### config.mk
export PLATFORM = sky130hd
export DESIGN_NAME = ffdt_queue
export DESIGN_NICKNAME = d
export VERILOG_FILES = /design/src/design/ffdt_pkg.sv /design/src/design/ffdt_queue.sv
export SDC_FILE = /design/constraint.sdc
export NUM_CORES = 1
export LEC_CHECK = 0
export ABC_CLOCK_PERIOD_IN_PS = 1500
export BUFFER_PORTS_ARGS = -buffer_cell sky130_fd_sc_hd__buf_2
export CORE_UTILIZATION = 30
export CTS_BUF_LIST = sky130_fd_sc_hd__clkbuf_2 sky130_fd_sc_hd__clkbuf_4 sky130_fd_sc_hd__clkbuf_8
export CTS_CLUSTER_DIAMETER = 40
export CTS_CLUSTER_SIZE = 10
export DETAILED_ROUTE_END_ITERATION = 7
export SYNTH_ARGS = -nofsm -noshare
export SYNTH_HDL_FRONTEND = slang
export SYNTH_SLANG_ARGS = --single-unit
### constraint.sdc
create_clock -name i_clk -period 1.5 [get_ports i_clk]
set_clock_uncertainty 0.1 [all_clocks]
set_input_delay 0 -clock i_clk [delete_from_list [all_inputs] [get_ports i_clk]]
set_output_delay 0 -clock i_clk [all_outputs]
set_load 0.05 [all_outputs]
### src/design/ffdt_pkg.sv
// ----------------------------------------------------------------------------
// ffdt_pkg
// Shared constants, codes and types of the frame feedback displace trail unit.
// ----------------------------------------------------------------------------
package ffdt_pkg;

    localparam int DEF_MAX_WIDTH  = 256;
    localparam int DEF_MAX_HEIGHT = 256;
    localparam int DEF_MAX_SHIFT  = 4096;

    localparam int CFG_DW = 14;
    localparam int CFG_IW = 3;
    localparam int DIM_RW = 9;
    localparam int SHF_RW = 14;
    localparam int WGT_W  = 9;
    localparam int Q_DEPTH = 2;

    localparam logic [WGT_W-1:0] WGT_FULL = 9'd256;

    localparam logic [CFG_IW-1:0] REG_FRAME_WIDTH  = 3'd0;
    localparam logic [CFG_IW-1:0] REG_FRAME_HEIGHT = 3'd1;
    localparam logic [CFG_IW-1:0] REG_SHIFT_X      = 3'd2;
    localparam logic [CFG_IW-1:0] REG_SHIFT_Y      = 3'd3;
    localparam logic [CFG_IW-1:0] REG_MIX_WEIGHT   = 3'd4;
    localparam logic [CFG_IW-1:0] REG_EDGE_MODE    = 3'd5;
    localparam logic [CFG_IW-1:0] REG_COMBINE_MODE = 3'd6;

    typedef enum logic [1:0] {
        EDGE_WRAP  = 2'd0,
        EDGE_CLAMP = 2'd1,
        EDGE_ZERO  = 2'd2
    } t_edge;

    localparam logic COMB_BLEND = 1'b0;
    localparam logic COMB_TRAIL = 1'b1;

    typedef struct packed {
        logic [3:0][7:0]  pixel;
        logic             used;
        logic             last;
        logic             present;
        logic             bank;
        logic             combine;
        logic [WGT_W-1:0] weight;
    } t_job;

endpackage

### src/design/ffdt_queue.sv
// ----------------------------------------------------------------------------
// ffdt_queue
// Short first-in first-out queue between the front and the back part.
// ----------------------------------------------------------------------------
module ffdt_queue #(
    parameter int WIDTH = 8
) (
    input  logic             i_clk,
    input  logic             i_rst_n,
    input  logic             i_push,
    input  logic [WIDTH-1:0] i_data,
    output logic             o_full,
    input  logic             i_pop,
    output logic [WIDTH-1:0] o_data,
    output logic             o_empty
);
    localparam int PTW = (ffdt_pkg::Q_DEPTH > 1) ? $clog2(ffdt_pkg::Q_DEPTH) : 1;
    localparam int CNW = $clog2(ffdt_pkg::Q_DEPTH + 1);

    logic [WIDTH-1:0] r_slot [ffdt_pkg::Q_DEPTH];
    logic [PTW-1:0]   r_wr_ptr;
    logic [PTW-1:0]   r_rd_ptr;
    logic [CNW-1:0]   r_count;

    assign o_full  = (r_count == CNW'(ffdt_pkg::Q_DEPTH));
    assign o_empty = (r_count == '0);
    assign o_data  = r_slot[r_rd_ptr];

    always_ff @(posedge i_clk) begin
        if (i_push) begin
            r_slot[r_wr_ptr] <= i_data;
        end
    end

    always_ff @(posedge i_clk) begin
        if (!i_rst_n) begin
            r_wr_ptr <= '0;
            r_rd_ptr <= '0;
            r_count  <= '0;
        end else begin
            if (i_push) begin
                r_wr_ptr <= (r_wr_ptr == PTW'(ffdt_pkg::Q_DEPTH - 1)) ? '0 : r_wr_ptr + 1'b1;
            end
            if (i_pop) begin
                r_rd_ptr <= (r_rd_ptr == PTW'(ffdt_pkg::Q_DEPTH - 1)) ? '0 : r_rd_ptr + 1'b1;
            end
            if (i_push && !i_pop) begin
                r_count <= r_count + 1'b1;
            end else if (!i_push && i_pop) begin
                r_count <= r_count - 1'b1;
            end
        end
    end

    a_no_pop_empty: assert property (@(posedge i_clk) disable iff (!i_rst_n)
        i_pop |-> !o_empty) else $error("queue popped while empty");
    a_no_push_full: assert property (@(posedge i_clk) disable iff (!i_rst_n)
        i_push |-> !o_full) else $error("queue pushed while full");
    a_count_range: assert property (@(posedge i_clk) disable iff (!i_rst_n)
        r_count <= CNW'(ffdt_pkg::Q_DEPTH)) else $error("queue count out of range");

endmodule

==> flow_metrics.env, run 1 <==
export IMPL_outcome="finished, final reports clean"
export IMPL_min_period_ns=1.423
export IMPL_first_iter_violations=2
export IMPL_cts_sinks=21
export IMPL_p_per_area_nw_per_um2=1135
export IMPL_routedWlPerCell_um=10.17
export IMPL_rsz0062_at_grt="false"
export IMPL_cts_tree="built"
export IMPL_min_from="i_push"
export IMPL_routed_wl_mm=1.149
export IMPL_post_cts_buffers=0
export IMPL_r2r_end="r_wr_ptr"
export IMPL_htree_levels=1
export IMPL_slowest_delay_ns=0.46
export IMPL_insertion_delay_ns=0.29
export IMPL_r2r_setup_slack_ns=0.13
export IMPL_final_nets=97
export IMPL_finalSetupViolCount=0
export IMPL_top_layer="met4"
export IMPL_finalCritPeriodShare_pct=94.88
export IMPL_hpwl_um=808.3
export IMPL_whs_endpoint="r_count[1]"
export IMPL_vias=468
export IMPL_syn_cell_area_um2=794.5
export IMPL_grt_max_degree=12
export IMPL_slowest_stage="dfxtp_2"
export IMPL_syn_to_final_growth_pct=36.06
export IMPL_die_w_um=53.46
export IMPL_grt_pass1_vias=461
export IMPL_report_final_slew_viol_count=0
export IMPL_finalHoldViolCount=0
export IMPL_ios=22
export IMPL_core_area_um2=2500
export IMPL_required_ns=1.40
export IMPL_ys_seq_area_share_pct=73.07
export IMPL_final_cell_count_no_fill=113
export IMPL_maxSlewHeadroom_pct=75.39
export IMPL_worst_slew_pin_slew_ns=0.3691
export IMPL_wl_met1_um=535
export IMPL_dp_cells=98
export IMPL_synth_seq_cells=21
export IMPL_insertedDiodeCount=0
export IMPL_track_usage_pct=9.897
export IMPL_clk_path_buf_depth=2
export IMPL_gp_congestion=0.5873
export IMPL_worst_path_buf_inv=1
export IMPL_hold_depth=4
export IMPL_antenna_found_initial=0
export IMPL_viasPerCell=4.142
export IMPL_critPathKind="register to primary output"
export IMPL_r2r_cells=3
export IMPL_synthesis_nets=60
export IMPL_portBuffers=21
export IMPL_finalSetupTns_ns=0
export IMPL_post_route_drc_count=0
export IMPL_fillers=249
export IMPL_grt_pass1_wl_mm=1.911
export IMPL_cp_max_fo=8
export IMPL_drive_gt1_share_pct=43.37
export IMPL_avgSynthCellArea_um2=16.90
export IMPL_cts_made_buffers=3
export IMPL_ir_drop_mv=0.6881
export IMPL_cp_start_kind="register"
export IMPL_grt_overflow=0
export IMPL_cpLargestDelayFamily="flip-flops"
export IMPL_yosys_cell_types_count=16
export IMPL_max_cap_viol_count=0
export IMPL_endpoint_kind="primary output"
export IMPL_dieArea_um2=2858
export IMPL_dr_wl_met3_um=55
export IMPL_ant_nets=0
export IMPL_max_freq_ghz=0.7026
export IMPL_fp_dieH_um=53.46
export IMPL_wl_met2_um=548
export IMPL_rows=18
export IMPL_crit_path_cell_trace="mux2_2 -> buf_2"
export IMPL_cp_data_arrival_time_ns=1.32
export IMPL_firstDrtPassIters=3
export IMPL_hold_path_class="input port to register"
export IMPL_synth_cells=47
export IMPL_initial_core_util_pct=31.78
export IMPL_p_leak_nw=0.4334
export IMPL_root_buffer="clkbuf_4"
export IMPL_worstReg2RegStart="r_wr_ptr"
export IMPL_clkTransAtPathRegs_ns=0.10
export IMPL_ys_warn_count=0
==> kinds of logic after synthesis <==
| group | synth area share [%] |
|---|---|
| DFF | 73.07 |
| muxes | 11.34 |
| adders and majority gates | 1.575 |
| AOI/OAI and AO/OA | 2.520 |
| buffers and inverters | 1.101 |
| and+or+nand+nor | 7.086 |
| xor gates and xnor gates | 3.308 |
==> power breakdown <==
part	total, mW	switching, mW	internal (mW)
Combinational	0.270	0.168	0.102
Clock	0.269	0.147	0.121
Sequential	0.689	0.0230	0.666
Total	1.23	0.338	0.889
==> worst reg2reg max path, cell delays in order, from the launching register on <==
cell	delay [ns]
dfxtp_1	0.33
nor2b_1	0.12
o21a_1	0.16
dlygate4sd3_1	0.55
==> flip-flops by register name (all words and copies together), names as in the netlist, named ones only <==
| signal | count |
|---|---|
| r_slot | 16 |
| r_wr_ptr | 1 |
| r_count | 2 |
| r_rd_ptr | 1 |
==> how the worst max path moves through the flow <==
stage,end,slack [ns],cells after the start
after floorplan,r_slot[0][0],0.30,1
after detailed placement,o_data[7],0.27,2
final,o_data[7],0.08,2
after global routing,o_data[7],0.02,2
after global placement,o_data[7],0.28,2
after CTS,o_data[7],0.05,2
==> cells in the mapped netlist <==
| cell | number | area (um^2) |
|---|---|---|
| a21boi_1 | 1 | 7.510 |
| xor2_1 | 2 | 17.52 |
| inv_1 | 1 | 3.750 |
| o21a_1 | 1 | 7.510 |
| dfxtp_1 | 5 | 100.1 |
| or3_1 | 1 | 6.260 |
| nor2_1 | 1 | 3.750 |
| nor2b_1 | 2 | 12.51 |
| xnor2_1 | 1 | 8.760 |
| ha_1 | 1 | 12.51 |
| edfxtp_1 | 16 | 480.5 |
| and2_1 | 4 | 25.02 |
| mux2_2 | 8 | 90.09 |
| o21ai_0 | 1 | 5.000 |
| buf_2 | 1 | 5.000 |
| and2b_2 | 1 | 8.760 |
==> layer usage <==
metal,vias to the layer above,global-route usage [%]
met5,-,0
met4,0,3.947
met3,2,4.310
met2,15,17.08
met1,210,10.38
li1,241,-
==> what timing repair did <==
| action | in CTS | in global routing |
|---|---|---|
| hold buffers | 11 | 0 |
| endpoints found under the setup margin | 8 | 0 |
| endpoints found under the hold margin | 21 | 0 |
| gates resized for setup | 1 | 0 |
==> layout by cell type, fill, tap and decap left out <==
cell           count
nor2b_1            2
dlygate4sd3_1     11
clkbuf_4           4
ha_1               1
buf_2             21
edfxtp_1          16
xnor2_1            1
o21a_1             1
inv_1              1
and2b_2            1
nor2_1             1
dfxtp_1            4
xor2_1             2
and2_1             4
buf_4              1
mux2_2             8
o21ai_0            1
or3_1              1
a21boi_1           1
dfxtp_2            1
==> through the flow <==
step                utilization (%)  hold WS (ns)  total power [mW]  setup WS (ns)  cell area, um^2
detailed placement            37.59       0.09378            0.9519         0.2739            939.7
finish                        43.24        0.1265             1.227        0.07679             1081
global placement              37.59       0.09067            0.9470         0.2791            939.7
global route                  43.24        0.1603             1.290        0.01515             1081
CTS                           43.24        0.1212             1.248        0.05318             1081
floorplan                         -     -0.001131            0.8895         0.2957            794.5
==> area by class of cell <==
class                           instances  area, um^2  share of cell area (%)
Tap cell                               30       37.54                   3.472
Timing Repair Buffer                   33       222.7                   20.60
Inverter                                1       3.754                  0.3472
Clock buffer                            4       30.03                   2.778
Sequential cell                        21       581.8                   53.82
Multi-Input combinational cell         24       205.2                   18.98
(Power assumes the default switching activity.)
==> run 2, diff against run 1 <==
--- a/config.mk
+++ b/config.mk
@@ -7,7 +7,7 @@
 export LEC_CHECK = 0
 export ABC_CLOCK_PERIOD_IN_PS = 1500
 export BUFFER_PORTS_ARGS = -buffer_cell sky130_fd_sc_hd__buf_2
-export CORE_UTILIZATION = 30
+export CORE_UTILIZATION = 40
 export CTS_BUF_LIST = sky130_fd_sc_hd__clkbuf_2 sky130_fd_sc_hd__clkbuf_4 sky130_fd_sc_hd__clkbuf_8
 export CTS_CLUSTER_DIAMETER = 40
 export CTS_CLUSTER_SIZE = 10
==> run 2 against run 1 <==
Clock power grew 1%. Routed wire length grew 9.9%. Worst setup slack lost 0.034 ns. Worst hold slack lost 0.032 ns. Combinational power is essentially flat. Maximum frequency shrank 2.3%. Sequential power is essentially flat. Design area grew 0.69%. Critical path depth grew 2. Core utilization grew 17 points. Critical path type is now register to register. Critical endpoint is now r_wr_ptr.
==> flow_metrics.env, run 2 (same netlist as run 1, synthesis figures left out) <==
export IMPL_cts_made_buffers=3
export IMPL_p_switching_mw=0.3435
export IMPL_grt_max_degree=12
export IMPL_largest_register_ffs=16
export IMPL_ios=22
export IMPL_r2r_end="r_wr_ptr"
export IMPL_grt_pass1_vias=473
export IMPL_post_cts_buffers=0
export IMPL_top_layer="met3"
export IMPL_ant_nets=0
export IMPL_vias=468
export IMPL_endpoint_kind="register"
export IMPL_dieArea_um2=2168
export IMPL_finalSetupTns_ns=0
export IMPL_clkPwrFrac_pct=22.1
export IMPL_final_common_cell="buf_2"
export IMPL_largest_registers="r_slot x16, r_count x2"
export IMPL_fp_dieH_um=46.57
export IMPL_cp_max_fo=4
export IMPL_wl_met2_um=679
export IMPL_dr_wl_met3_um=56
export IMPL_firstDrtPassIters=1
export IMPL_finalHoldViolCount=0
export IMPL_p_int_mw=0.8926
export IMPL_insertedDiodeCount=0
export IMPL_outcome="finished, final reports clean"
export IMPL_core_area_um2=1802
export IMPL_portBuffers=21
export IMPL_final_nets=98
export IMPL_worstReg2RegStart="r_wr_ptr"
export IMPL_cts_tree="built"
export IMPL_routed_wl_mm=1.263
export IMPL_hold_path_class="input port to register"
export IMPL_htree_levels=1
export IMPL_max_freq_ghz=0.6862
export IMPL_max_cap_viol_count=0
export IMPL_clk_path_buf_depth=2
export IMPL_syn_to_final_growth_pct=37.01
export IMPL_maxSlewHeadroom_pct=74.64
export IMPL_cp_start_kind="register"
export IMPL_place_area_um2=940.9
export IMPL_required_ns=1.58
export IMPL_wl_met1_um=526
export IMPL_cp_data_arrival_time_ns=1.54
export IMPL_p_per_area_nw_per_um2=1136
export IMPL_antenna_found_initial=0
export IMPL_whs_endpoint="r_count[1]"
export IMPL_root_buffer="clkbuf_4"
export IMPL_initial_core_util_pct=44.10
export IMPL_finalCritPeriodShare_pct=97.16
export IMPL_post_route_drc_count=0
export IMPL_worst_slack_ns=0.04262
export IMPL_r2r_cells=4
export IMPL_clkTransAtPathRegs_ns=0.11
export IMPL_r2r_setup_slack_ns=0.04
export IMPL_worst_slew_pin_slew_ns=0.3803
export IMPL_rows=15
export IMPL_viasPerCell=4.294
export IMPL_cts_sinks=21
export IMPL_critPathKind="register to register"
export IMPL_pwr_share_comb_pct=22.1
export IMPL_routedWlPerCell_um=11.59
export IMPL_p_leak_nw=0.4400
export IMPL_ir_drop_mv=0.5927
export IMPL_gp_congestion=0.6364
export IMPL_swShare_pct=27.79
export IMPL_rsz0062_at_grt="false"
export IMPL_post_route_util_pct=60.42
export IMPL_track_usage_pct=13.76
export IMPL_finalSetupViolCount=0
export IMPL_power_total_mw=1.236
export IMPL_min_from="i_push"
export IMPL_grt_overflow=0
export IMPL_hold_depth=4
export IMPL_min_period_ns=1.457
export IMPL_design_area_um2=1089
export IMPL_insertion_delay_ns=0.29
export IMPL_regMostFlops="r_slot"
export IMPL_place_ws_ns=0.2528
export IMPL_grt_pass1_wl_mm=2.028
export IMPL_report_final_slew_viol_count=0
export IMPL_final_cell_mix="buf_2, edfxtp_1, dlygate4sd3_1"
export IMPL_p_seq_share_pct=55.8
export IMPL_first_iter_violations=0
export IMPL_drive_gt1_share_pct=46.43
export IMPL_die_w_um=46.57
run 2: changes by cell type in the layout (fill, tap and decap cells not counted):
cell,before,now
nor2b_2,0,1
dfxtp_1,4,3
dfxtp_4,0,1
nor2b_1,2,1
buf_4,1,2
run 2: timing repair:
| item | 4_1_cts | 5_1_grt |
|---|---|---|
| setup endpoints to repair | 8 | 3 |
| hold buffers | 11 | 0 |
| gates resized for setup | 1 | 3 |
| hold endpoints to repair | 21 | 0 |
run 2: how the worst max path moves through the flow:
stage / start / endpoint / slack (ns) / depth (start not counted)
floorplan: r_wr_ptr / r_slot[0][0] / 0.30 / 1
global placement: register / o_data[6] / 0.30 / 2
detailed placement: register / o_data[6] / 0.25 / 2
CTS: r_wr_ptr / r_wr_ptr / 0.03 / 4
global route: r_wr_ptr / r_wr_ptr / 0.006 / 4
finish: r_wr_ptr / r_wr_ptr / 0.04 / 4
run 2: critical path, stage by stage, from the launching register on:
cell	delay [ns]
dfxtp_2	0.35
nor2b_2	0.05
buf_4	0.14
o21a_1	0.17
dlygate4sd3_1	0.54
run 2: routing by layer:
metal  up-vias  track usage, %
li1        243               -
met3         0           3.922
met1       215           15.96
met2        10           23.61
met5         -               0
met4         0           5.294
run 2: layout make-up:
cell class | instances | area (um^2)
inverters | 1 | 3.754
repair buffers | 34 | 230.2
clock buffers | 4 | 30.03
flip-flops and latches | 21 | 585.6
multi-input cells | 24 | 207.7
fillers | 157 | 713.2
well taps | 25 | 31.28
run 2: per-stage QoR:
stage | hold slack (ns) | cells
2_1_floorplan | -0.001131 | 47
3_3_place_gp | 0.08966 | 94
3_5_place_dp | 0.09247 | 94
4_1_cts | 0.08163 | 109
5_1_grt | 0.1115 | 109
6_report | 0.09461 | 109
run 2: power by group through the flow:
stage / combinational, mW / sequential [mW] / clock [mW]
2_1_floorplan: 0.199 / 0.690 / 0
3_3_place_gp: 0.248 / 0.702 / 0
3_5_place_dp: 0.252 / 0.703 / 0
4_1_cts: 0.275 / 0.691 / 0.290
5_1_grt: 0.293 / 0.697 / 0.307
6_report: 0.273 / 0.690 / 0.273
