==> src/design/ffdt_pkg.sv <==
// ----------------------------------------------------------------------------
// ffdt_pkg
// Shared constants, codes and types of the frame feedback displace trail unit.
// ----------------------------------------------------------------------------
package ffdt_pkg;

    localparam int DEF_MAX_WIDTH  = 256;
    localparam int DEF_MAX_HEIGHT = 256;
    localparam int DEF_MAX_SHIFT  = 4096;

    localparam int CFG_DW = 14;
    localparam int CFG_IW = 3;
    localparam int DIM_RW = 9;
    localparam int SHF_RW = 14;
    localparam int WGT_W  = 9;
    localparam int Q_DEPTH = 2;

    localparam logic [WGT_W-1:0] WGT_FULL = 9'd256;

    localparam logic [CFG_IW-1:0] REG_FRAME_WIDTH  = 3'd0;
    localparam logic [CFG_IW-1:0] REG_FRAME_HEIGHT = 3'd1;
    localparam logic [CFG_IW-1:0] REG_SHIFT_X      = 3'd2;
    localparam logic [CFG_IW-1:0] REG_SHIFT_Y      = 3'd3;
    localparam logic [CFG_IW-1:0] REG_MIX_WEIGHT   = 3'd4;
    localparam logic [CFG_IW-1:0] REG_EDGE_MODE    = 3'd5;
    localparam logic [CFG_IW-1:0] REG_COMBINE_MODE = 3'd6;

    typedef enum logic [1:0] {
        EDGE_WRAP  = 2'd0,
        EDGE_CLAMP = 2'd1,
        EDGE_ZERO  = 2'd2
    } t_edge;

    localparam logic COMB_BLEND = 1'b0;
    localparam logic COMB_TRAIL = 1'b1;

    typedef struct packed {
        logic [3:0][7:0]  pixel;
        logic             used;
        logic             last;
        logic             present;
        logic             bank;
        logic             combine;
        logic [WGT_W-1:0] weight;
    } t_job;

endpackage

==> src/design/ffdt_front.sv <==
// ----------------------------------------------------------------------------
// ffdt_front
// Accepts pixels, tracks the raster position and frame history, and maps the
// displaced source coordinate with a bit-serial remainder unit.
// ----------------------------------------------------------------------------
module ffdt_front #(
    parameter int MAX_WIDTH  = ffdt_pkg::DEF_MAX_WIDTH,
    parameter int MAX_HEIGHT = ffdt_pkg::DEF_MAX_HEIGHT,
    parameter int MAX_SHIFT  = ffdt_pkg::DEF_MAX_SHIFT,
    parameter int AW         = 16
) (
    input  logic                         i_clk,
    input  logic                         i_rst_n,
    input  logic                         i_in_valid,
    output logic                         o_in_stall,
    input  logic [3:0][7:0]              i_pixel,
    input  logic [ffdt_pkg::DIM_RW-1:0]  i_frame_width,
    input  logic [ffdt_pkg::DIM_RW-1:0]  i_frame_height,
    input  logic [ffdt_pkg::SHF_RW-1:0]  i_shift_x,
    input  logic [ffdt_pkg::SHF_RW-1:0]  i_shift_y,
    input  logic [ffdt_pkg::WGT_W-1:0]   i_mix_weight,
    input  logic [1:0]                   i_edge_mode,
    input  logic                         i_combine_mode,
    output logic                         o_push,
    output ffdt_pkg::t_job               o_job,
    output logic [AW-1:0]                o_rd_addr,
    output logic [AW-1:0]                o_wr_addr,
    input  logic                         i_full
);
    localparam int DWW  = $clog2(MAX_WIDTH + 1);
    localparam int DWH  = $clog2(MAX_HEIGHT + 1);
    localparam int CWX  = (MAX_WIDTH > 1) ? $clog2(MAX_WIDTH) : 1;
    localparam int CWY  = (MAX_HEIGHT > 1) ? $clog2(MAX_HEIGHT) : 1;
    localparam int CMX  = (CWX > CWY) ? CWX : CWY;
    localparam int PW   = ((CMX > ffdt_pkg::SHF_RW) ? CMX : ffdt_pkg::SHF_RW) + 2;
    localparam int MW   = PW - 1;
    localparam int SW   = (MW > 1) ? $clog2(MW) : 1;

    typedef enum logic [1:0] {F_IDLE, F_DIV, F_PUSH} t_state;

    t_state                r_state;
    logic [CWX-1:0]        r_col;
    logic [CWY-1:0]        r_row;
    logic [DWW-1:0]        r_act_w;
    logic [DWH-1:0]        r_act_h;
    logic [DWW-1:0]        r_hist_w;
    logic [DWH-1:0]        r_hist_h;
    logic                  r_hist_valid;
    logic                  r_hist_bank;
    ffdt_pkg::t_job        r_job;
    logic signed [PW-1:0]  r_pos_x;
    logic signed [PW-1:0]  r_pos_y;
    logic [MW-1:0]         r_mag_x;
    logic [MW-1:0]         r_mag_y;
    logic [DWW-1:0]        r_rem_x;
    logic [DWH-1:0]        r_rem_y;
    logic [SW-1:0]         r_step;
    logic [AW-1:0]         r_wr_addr;

    logic                  accept;
    logic                  first_px;
    logic [DWW-1:0]        n_act_w;
    logic [DWH-1:0]        n_act_h;
    logic                  used;
    logic                  col_end;
    logic                  row_end;
    logic signed [PW-1:0]  n_pos_x;
    logic signed [PW-1:0]  n_pos_y;
    logic [ffdt_pkg::WGT_W-1:0] weight;
    logic [DWW:0]          trial_x;
    logic [DWH:0]          trial_y;
    logic                  ok_x;
    logic                  ok_y;
    logic [AW-1:0]         rd_addr;

    assign o_in_stall = (r_state != F_IDLE);
    assign accept     = i_in_valid && (r_state == F_IDLE);
    assign first_px   = (r_col == '0) && (r_row == '0);

    always_comb begin
        int fw;
        int fh;
        int shx;
        int shy;
        fw  = int'(i_frame_width);
        fh  = int'(i_frame_height);
        shx = int'($signed(i_shift_x));
        shy = int'($signed(i_shift_y));
        if (fw == 0) fw = 1;
        if (fw > MAX_WIDTH) fw = MAX_WIDTH;
        if (fh == 0) fh = 1;
        if (fh > MAX_HEIGHT) fh = MAX_HEIGHT;
        if (shx > MAX_SHIFT) shx = MAX_SHIFT;
        if (shx < -MAX_SHIFT) shx = -MAX_SHIFT;
        if (shy > MAX_SHIFT) shy = MAX_SHIFT;
        if (shy < -MAX_SHIFT) shy = -MAX_SHIFT;
        n_act_w = first_px ? DWW'(fw) : r_act_w;
        n_act_h = first_px ? DWH'(fh) : r_act_h;
        n_pos_x = PW'(int'(r_col) - shx);
        n_pos_y = PW'(int'(r_row) - shy);
        used    = r_hist_valid && (r_hist_w == n_act_w) && (r_hist_h == n_act_h);
        col_end = (int'(r_col) + 1) >= int'(n_act_w);
        row_end = (int'(r_row) + 1) >= int'(n_act_h);
        weight  = (i_mix_weight > ffdt_pkg::WGT_FULL) ? ffdt_pkg::WGT_FULL : i_mix_weight;
        trial_x = {r_rem_x, r_mag_x[MW-1]};
        trial_y = {r_rem_y, r_mag_y[MW-1]};
    end

    always_comb begin
        int px;
        int py;
        int wx;
        int hy;
        int sx;
        int sy;
        px = int'(r_pos_x);
        py = int'(r_pos_y);
        wx = int'(r_act_w);
        hy = int'(r_act_h);
        sx = px;
        sy = py;
        ok_x = 1'b1;
        ok_y = 1'b1;
        unique case (ffdt_pkg::t_edge'(i_edge_mode))
            ffdt_pkg::EDGE_WRAP: begin
                sx = (px < 0 && r_rem_x != '0) ? wx - int'(r_rem_x) : int'(r_rem_x);
                sy = (py < 0 && r_rem_y != '0) ? hy - int'(r_rem_y) : int'(r_rem_y);
            end
            ffdt_pkg::EDGE_CLAMP: begin
                sx = (px < 0) ? 0 : ((px >= wx) ? wx - 1 : px);
                sy = (py < 0) ? 0 : ((py >= hy) ? hy - 1 : py);
            end
            default: begin
                ok_x = (px >= 0) && (px < wx);
                ok_y = (py >= 0) && (py < hy);
                if (!ok_x) sx = 0;
                if (!ok_y) sy = 0;
            end
        endcase
        rd_addr = AW'(sy * MAX_WIDTH + sx);
    end

    always_comb begin
        o_job         = r_job;
        o_job.present = ok_x && ok_y;
    end

    assign o_push    = (r_state == F_PUSH) && !i_full;
    assign o_rd_addr = rd_addr;
    assign o_wr_addr = r_wr_addr;

    always_ff @(posedge i_clk) begin
        if (!i_rst_n) begin
            r_state      <= F_IDLE;
            r_col        <= '0;
            r_row        <= '0;
            r_act_w      <= DWW'(1);
            r_act_h      <= DWH'(1);
            r_hist_w     <= '0;
            r_hist_h     <= '0;
            r_hist_valid <= 1'b0;
            r_hist_bank  <= 1'b0;
        end else begin
            unique case (r_state)
                F_IDLE: begin
                    if (accept) begin
                        r_act_w         <= n_act_w;
                        r_act_h         <= n_act_h;
                        r_job.pixel     <= i_pixel;
                        r_job.used      <= used;
                        r_job.last      <= col_end && row_end;
                        r_job.present   <= 1'b0;
                        r_job.bank      <= r_hist_bank;
                        r_job.combine   <= i_combine_mode;
                        r_job.weight    <= weight;
                        r_wr_addr       <= AW'(int'(r_row) * MAX_WIDTH + int'(r_col));
                        r_pos_x         <= n_pos_x;
                        r_pos_y         <= n_pos_y;
                        r_mag_x         <= n_pos_x[PW-1] ? MW'(-n_pos_x) : MW'(n_pos_x);
                        r_mag_y         <= n_pos_y[PW-1] ? MW'(-n_pos_y) : MW'(n_pos_y);
                        r_rem_x         <= '0;
                        r_rem_y         <= '0;
                        r_step          <= SW'(MW - 1);
                        r_state         <= F_DIV;
                        if (col_end) begin
                            r_col <= '0;
                            if (row_end) begin
                                r_row        <= '0;
                                r_hist_bank  <= !r_hist_bank;
                                r_hist_valid <= 1'b1;
                                r_hist_w     <= n_act_w;
                                r_hist_h     <= n_act_h;
                            end else begin
                                r_row <= r_row + 1'b1;
                            end
                        end else begin
                            r_col <= r_col + 1'b1;
                        end
                    end
                end
                F_DIV: begin
                    r_rem_x <= (trial_x >= {1'b0, r_act_w}) ?
                               DWW'(trial_x - {1'b0, r_act_w}) : DWW'(trial_x);
                    r_rem_y <= (trial_y >= {1'b0, r_act_h}) ?
                               DWH'(trial_y - {1'b0, r_act_h}) : DWH'(trial_y);
                    r_mag_x <= r_mag_x << 1;
                    r_mag_y <= r_mag_y << 1;
                    r_step  <= r_step - 1'b1;
                    if (r_step == '0) begin
                        r_state <= F_PUSH;
                    end
                end
                F_PUSH: begin
                    if (!i_full) begin
                        r_state <= F_IDLE;
                    end
                end
                default: r_state <= F_IDLE;
            endcase
        end
    end

endmodule

==> config.mk <==
export PLATFORM = sky130hd
export DESIGN_NAME = ffdt_front
export DESIGN_NICKNAME = d
export VERILOG_FILES = /design/src/design/ffdt_pkg.sv /design/src/design/ffdt_front.sv
export SDC_FILE = /design/constraint.sdc
export NUM_CORES = 1
export LEC_CHECK = 0
export BUFFER_PORTS_ARGS = -buffer_cell sky130_fd_sc_hd__buf_2
export CAP_MARGIN = 10
export CELL_PAD_IN_SITES_DETAIL_PLACEMENT = 1
export CELL_PAD_IN_SITES_GLOBAL_PLACEMENT = 2
export CORE_MARGIN = 4
export CORE_UTILIZATION = 30
export DETAILED_ROUTE_END_ITERATION = 8
export PLACE_DENSITY_LB_ADDON = 0.1
export SLEW_MARGIN = 20
export SYNTH_ARGS = -nofsm -noshare
export SYNTH_HDL_FRONTEND = slang
export SYNTH_SLANG_ARGS = --single-unit
==> constraint.sdc <==
create_clock -name i_clk -period 8.2 [get_ports i_clk]
set_input_delay 1.23 -clock i_clk [delete_from_list [all_inputs] [get_ports i_clk]]
set_output_delay 1.23 -clock i_clk [all_outputs]
set_load 0.03 [all_outputs]
==> flow_summary.json, run 1 <==
{
  "outcome": "finished, final reports clean",
  "drt_iter0_markers": 469,
  "die_h_um": 219,
  "fin_crit_ns": 6.42,
  "setup_viol": 0,
  "hold_buffers": 0,
  "totalWireLength_um": 44300,
  "avgSynthCellArea_sq_um": 9.50,
  "synth_flop_cell": "edfxtp_1",
  "vias": 11200,
  "dr.pass1.iters": 6,
  "maxCapViolCount": 0,
  "cts_buffers": 26,
  "drive_gt1_share_pct": 17.0,
  "path_buf_inv": 2,
  "syn-num-nets": 1603,
  "dieWidth_um": 219,
  "cts.htree.levels": 1,
  "p_leak_nw": 6.30,
  "slew_violations": 0,
  "grt_antenna_before_repair": 0,
  "cts_resized": 0,
  "cts_tree": "built",
  "grt_max_degree": 55,
  "syn_to_final_growth_pct": 18.5,
  "clock_path_buffers": 3,
  "insertion_delay_ns": 0.55,
  "grt_pass1_wl_um": 69500,
  "coreArea_sq_mm": 0.0435,
  "ioPinCount": 174,
  "tns_ns": 0,
  "cp_data_arrival_time_ns": 5.19,
  "ir_drop_mv": 0.141,
  "route.detailed.drc": 0,
  "critical_path_required_ns": 6.97,
  "cp_cell_sequence": "inv_1 > ha_1 > nand3_1 > or2_1 > or3_1 > a311o_1 > o41ai_1 > ha_1 > a21o_1 > a21oi_1 > o21ai_0 > o21ai_0 > nand2b_1 > a21oi_1 > xnor2_1 > xnor2_1 > buf_2",
  "cp-start-kind": "register",
  "fin_nets": 1773,
  "synth.cell_area_sq_mm": 0.0133,
  "synth_warnings": 0,
  "start_util_pct": 30.6,
  "cts.sinks": 201,
  "yosysTopAreaCell": "edfxtp_1",
  "gp_congestion": 0.786,
  "synth-seq-cells": 201,
  "slew_headroom_pct": 32.2,
  "dpl.hpwl_um": 34200,
  "yosysTopAreaCellShare_pct": 32.7,
  "dp_slack_ns": 2.28,
  "detail_route.wl_per_cell_um": 20.4,
  "synthTopCellsByArea": "edfxtp_1 33%, ha_1 9.6%, dfxtp_1 8.4%",
  "rsz0062_at_grt": "no",
  "path_depth": 17,
  "synth_enable_flop_cells": 145,
  "cpPeakStageDelay_ns": 0.60,
  "yosysUniqueCellTypes": 90,
  "avgViaCountPerCell": 5.14,
  "antennaDiodeCount": 0,
  "finalCritPeriodShare_pct": 78.3,
  "syn_inst": 1400,
  "die-area_sq_mm": 0.0477,
  "end_kind": "output port",
  "ys_seq_area_share_pct": 41.2,
  "grt_pass1_vias": 11700,
  "power_density_mw_per_mm2": 209,
  "hold_viol": 0,
  "hold_path_class": "reg2reg",
  "tightest_slew_ns": 1.02,
  "post_cts.repair.setup_buffers": 0,
  "track_usage_pct": 18.4,
  "io_buffers": 173,
  "clock.fmax_mhz": 156,
  "postRouteAntennaNets": 0,
  "path_clk_slew_ns": 0.06,
  "finalHoldWorstSlack_ns": 0.455,
  "crit_family": "compound AO/OA/AOI/OAI gates",
  "grt_overflow_total": 0,
  "layout_setup_ws_ns": 1.78,
  "skew_ns": 0.0166,
  "async_flop_share_pct": 0,
  "reg2reg_depth": 16,
  "whs_path_depth": 0,
  "rows": 76,
  "crit_fanout": 14,
  "crit_type": "reg2out",
  "crit_slowest_cell": "a311o_1",
  "cts_root_buf": "clkbuf_16",
  "filler_cell_count": 4995
}
## cell usage after synthesis (all sizes together) (7+ instances only)
library cell	instances
nand4	17
nor2b	37
a31oi	11
ha	102
or3	8
o21ai	72
dfxtp	56
nand2b	8
inv	97
or2	8
a21oi	117
nand2	113
a211oi	46
xor2	42
fa	7
a21boi	7
buf	8
o41ai	9
and2	7
and3	10
o21a	13
nor4	20
nor3b	19
nor2	118
o31ai	11
clkbuf	41
a21o	15
edfxtp	145
nor3	32
o221ai	8
xnor2	60
nand3	35
mux2i	25
## worst paths after layout
check / startpoint / to / slack (ns)
setup / recovery: r_act_w[7]$_SDFFE_PN0P_ / o_rd_addr[15] / 1.78
hold / removal: r_hist_bank$_SDFFE_PN0P_ / o_job[10]$_DFFE_PP_ / 0.46
setup reg to reg: r_col[0]$_SDFFE_PN0P_ / r_row[3]$_SDFFE_PN0P_ / 3.33
hold reg to reg: r_hist_bank$_SDFFE_PN0P_ / o_job[10]$_DFFE_PP_ / 0.46
## state kept, by name, summed over array words and instances (netlist names), 2 cells and up
register and cells:
r_step 4, r_rem_x 9, o_job 45, r_rem_y 9, r_hist_h 9, r_hist_w 9, r_act_w 9, o_wr_addr 16
r_row 8, r_act_h 9, r_mag_y 15, r_mag_x 15, r_pos_y 16, r_pos_x 16, r_col 8, r_state 2
## layout by cell type (no fill, tap or decap), types with 8 or more instances in the layout
master | netlist | routed
nor3b_1 | 18 | 18
a211oi_1 | 46 | 46
nor3_1 | 32 | 31
buf_2 | 2 | 173
o21ai_0 | 61 | 61
a31oi_1 | 10 | 10
o221ai_1 | 8 | 8
clkbuf_16 | 0 | 28
and3_1 | 10 | 10
nand3_1 | 34 | 34
dfxtp_1 | 56 | 56
nor2b_1 | 37 | 36
nand4_1 | 17 | 17
nand2_1 | 112 | 112
buf_4 | 0 | 19
a21oi_1 | 112 | 112
o21ai_1 | 11 | 11
xnor2_1 | 60 | 60
nor4_1 | 19 | 19
o21a_1 | 13 | 13
ha_1 | 102 | 102
a21o_1 | 14 | 14
mux2i_1 | 25 | 25
inv_1 | 96 | 96
edfxtp_1 | 145 | 145
xor2_1 | 41 | 41
o31ai_1 | 11 | 11
nor2_1 | 118 | 117
## routing by layer
metal / GRT usage (%) / share of wire [%]
met5: 0 / 0
met3: 2.85 / 3.9
met1: 26.1 / 48
met4: 3.98 / 1.8
met2: 29.9 / 46
## per-stage QoR
| step | instances | area (sq um) | power [W] | utilization, % |
|---|---|---|---|---|
| after floorplan | 1400 | 13300 | 0.00182 | - |
| after global placement | 2127 | 14800 | 0.00209 | 34.1 |
| after detailed placement | 2127 | 14800 | 0.00210 | 34.1 |
| after CTS | 2174 | 15800 | 0.00336 | 36.3 |
| after global routing | 2174 | 15800 | 0.00350 | 36.3 |
| final | 2174 | 15800 | 0.00330 | 36.3 |
## layout make-up
class / count / area, sq um / area share [%]
multi-input cells: 1052 / 7260 / 46.0
flip-flops and latches: 201 / 5480 / 34.7
repair buffers: 192 / 1010 / 6.40
clock buffers: 35 / 757 / 4.80
well taps: 585 / 732 / 4.64
inverters: 97 / 364 / 2.31
clock inverters: 12 / 168 / 1.06
## power breakdown
part	switching (W)	internal, W	total (W)	leakage (nW)
clock	0.000460	0.000772	0.00123	0.458
combinational	0.000531	0.000313	0.000844	4.03
sequential	0.0000524	0.00117	0.00122	1.81
total	0.00104	0.00226	0.00330	6.30
## cell families after synthesis
logic type,share of synthesized area [%]
flip-flops,41.2
adder cells (fa/ha/maj),10.7
buffers and inverters,4.47
AND/OR/NAND/NOR,17.2
multiplexers,1.97
XOR/XNOR,6.78
AO/OA/AOI/OAI,17.8
No activity file was read; power rests on OpenSTA's default activity.
==> run 2: changes to the inputs <==
Clock period 8.2 ns to 6.5 ns, I/O delays scaled along.
==> run 2 against run 1 <==
  * Critical path depth stayed put
  * First-iteration DRC count decreased by 2.6%
  * Cell count up 0.18%
  * Setup slack lost 1.3 ns
  * Critical endpoint unchanged
  * Largest power group is now registers
  * Highest routed layer unchanged
==> flow_summary.json, run 2 (synthesis gave the netlist of run 1 again) <==
{
  "use_met2_pct": 29.4,
  "crit_type": "reg2out",
  "tns_ns": 0,
  "skew_ns": 0.0141,
  "coreArea_sq_mm": 0.0435,
  "detail_route.wl_per_cell_um": 20.3,
  "use_met3_pct": 2.98,
  "clock.fmax_mhz": 165,
  "clock_path_buffers": 3,
  "tightest_slew_ns": 1.06,
  "dieWidth_um": 219,
  "io_buffers": 173,
  "dpl.hpwl_um": 34300,
  "largest_reg_flops": 45,
  "grt_use_met1_pct": 26.0,
  "slew_headroom_pct": 28.5,
  "cp-start-kind": "register",
  "ir_drop_mv": 0.183,
  "postRouteAntennaNets": 0,
  "insertion_delay_ns": 0.55,
  "avgViaCountPerCell": 5.15,
  "setup_viol": 0,
  "fin_crit_ns": 6.04,
  "dr.pass1.iters": 7,
  "grt_antenna_before_repair": 2,
  "grt_max_degree": 76,
  "totalWireLength_um": 44100,
  "vias": 11200,
  "die_h_um": 219,
  "cts_root_buf": "clkbuf_16",
  "cts.sinks": 201,
  "grt_pass1_wl_um": 69700,
  "finalCritPeriodShare_pct": 93.0,
  "final_common_cell": "buf_2",
  "filler_cell_count": 5090,
  "cts.htree.levels": 1,
  "postPlaceCellArea_sq_mm": 0.0148,
  "seqCellArea_sq_mm": 0.00548,
  "ioPinCount": 174,
  "rsz0062_at_grt": "no",
  "grt_overflow_total": 0,
  "cp_cell_sequence": "inv_1 > ha_1 > nand3_1 > or2_1 > or3_1 > a311o_2 > o41ai_1 > ha_1 > a21o_1 > a21oi_1 > o21ai_0 > o21ai_0 > nand2b_1 > a21oi_1 > xnor2_1 > xnor2_1 > buf_2",
  "cpPeakStageDelay_ns": 0.59,
  "end_kind": "output port",
  "drt_iter0_markers": 457,
  "gp_congestion": 0.805,
  "track_usage_pct": 18.4,
  "fin_nets": 1774,
  "cts_buffers": 26,
  "rows": 76,
  "outcome": "finished, final reports clean",
  "grt.busiest_layer": "met2",
  "power_density_mw_per_mm2": 260,
  "maxCapViolCount": 0,
  "crit_fanout": 14,
  "cts_tree": "built",
  "final_cell_mix": "173 x buf_2, 145 x edfxtp_1, 117 x nor2_1, 112 x a21oi_1, 112 x nand2_1",
  "route.detailed.drc": 0,
  "multiInputGateArea_sq_mm": 0.00726,
  "path_clk_slew_ns": 0.06,
  "drive_gt1_share_pct": 17.0,
  "die-area_sq_mm": 0.0477,
  "grt_pass1_vias": 11700,
  "syn_to_final_growth_pct": 18.2,
  "hold_path_class": "reg2reg",
  "start_util_pct": 30.6,
  "crit_slowest_cell": "dfxtp_1",
  "cp_data_arrival_time_ns": 5.07,
  "p_leak_nw": 6.27,
  "critical_path_required_ns": 5.52,
  "slew_violations": 0,
  "fin_area_sq_mm": 0.0157,
  "hold_viol": 0
}
run 2: changes by cell type in the layout (fill, tap and decap cells not counted):
cell        change
clkinvlp_4      +1
dfxtp_2         +1
diode_2         +2
a311o_1         -1
buf_4           +1
clkbuf_16       -1
clkinv_2        +2
a311o_2         +1
bufinv_16       -1
inv_4           -1
clkbuf_8        -2
clkinv_1        +3
dfxtp_1         -1
run 2: critical path, delay by kind of cell (launching register included):
kind / cells / cell delay (ns)
AO/OA/AOI/OAI: 7 / 1.87
XOR/XNOR: 2 / 0.28
adder cells (fa/ha/maj): 2 / 0.62
buffers and inverters: 2 / 0.36
flip-flops: 1 / 0.59
AND/OR/NAND/NOR: 4 / 0.79
run 2: where the power goes:
part | switching [W] | internal (W) | total [W]
logic | 0.000674 | 0.000394 | 0.00107
clock network | 0.000583 | 0.000887 | 0.00147
registers | 0.0000661 | 0.00148 | 0.00154
total | 0.00132 | 0.00276 | 0.00408
run 2: per-stage QoR:
stage / setup slack (ns) / hold slack (ns) / instances / util [%] / power [W]
5_1_grt: 0.00470 / 0.478 / 2178 / 36.2 / 0.00434
3_5_place_dp: 0.913 / 0.440 / 2128 / 34.1 / 0.00265
2_1_floorplan: 0.636 / 0.417 / 1400 / - / 0.00230
4_1_cts: 0.293 / 0.454 / 2176 / 36.1 / 0.00414
3_3_place_gp: 0.975 / 0.423 / 2128 / 34.1 / 0.00264
6_report: 0.456 / 0.455 / 2178 / 36.2 / 0.00408
run 2: cell type report:
class	instances	share of cell area, %
multi-input cells	1052	46.2
flip-flops and latches	201	34.8
repair buffers	193	6.46
diodes	2	0.0318
clock inverters	16	1.02
inverters	97	2.32
clock buffers	32	4.48
well taps	585	4.66
run 2: worst paths after layout:
kind	start	cells past startpoint	slack, ns	end
min	r_hist_bank$_SDFFE_PN0P_	0	0.46	o_job[10]$_DFFE_PP_
max	r_act_w[8]$_SDFFE_PN0P_	17	0.46	o_rd_addr[15]
min reg2reg	r_hist_bank$_SDFFE_PN0P_	0	0.46	o_job[10]$_DFFE_PP_
max reg2reg	r_row[0]$_SDFFE_PN0P_	17	1.81	r_hist_w[5]$_SDFFE_PN0P_
run 2: per-layer routing:
layer / part of all wire, % / wire length, um / vias up
met1: 48 / 21300 / 5502
met5: 0 / 0 / -
li1: - / - / 5487
met3: 4.1 / 1800 / 54
met4: 2.4 / 1080 / 0
met2: 45 / 20000 / 175
run 2: what timing repair did:
item | in CTS | in global routing
buffers inserted | 0 | 0
setup endpoints to repair | 0 | 1
hold buffers | 0 | 0
resized for setup | 0 | 2
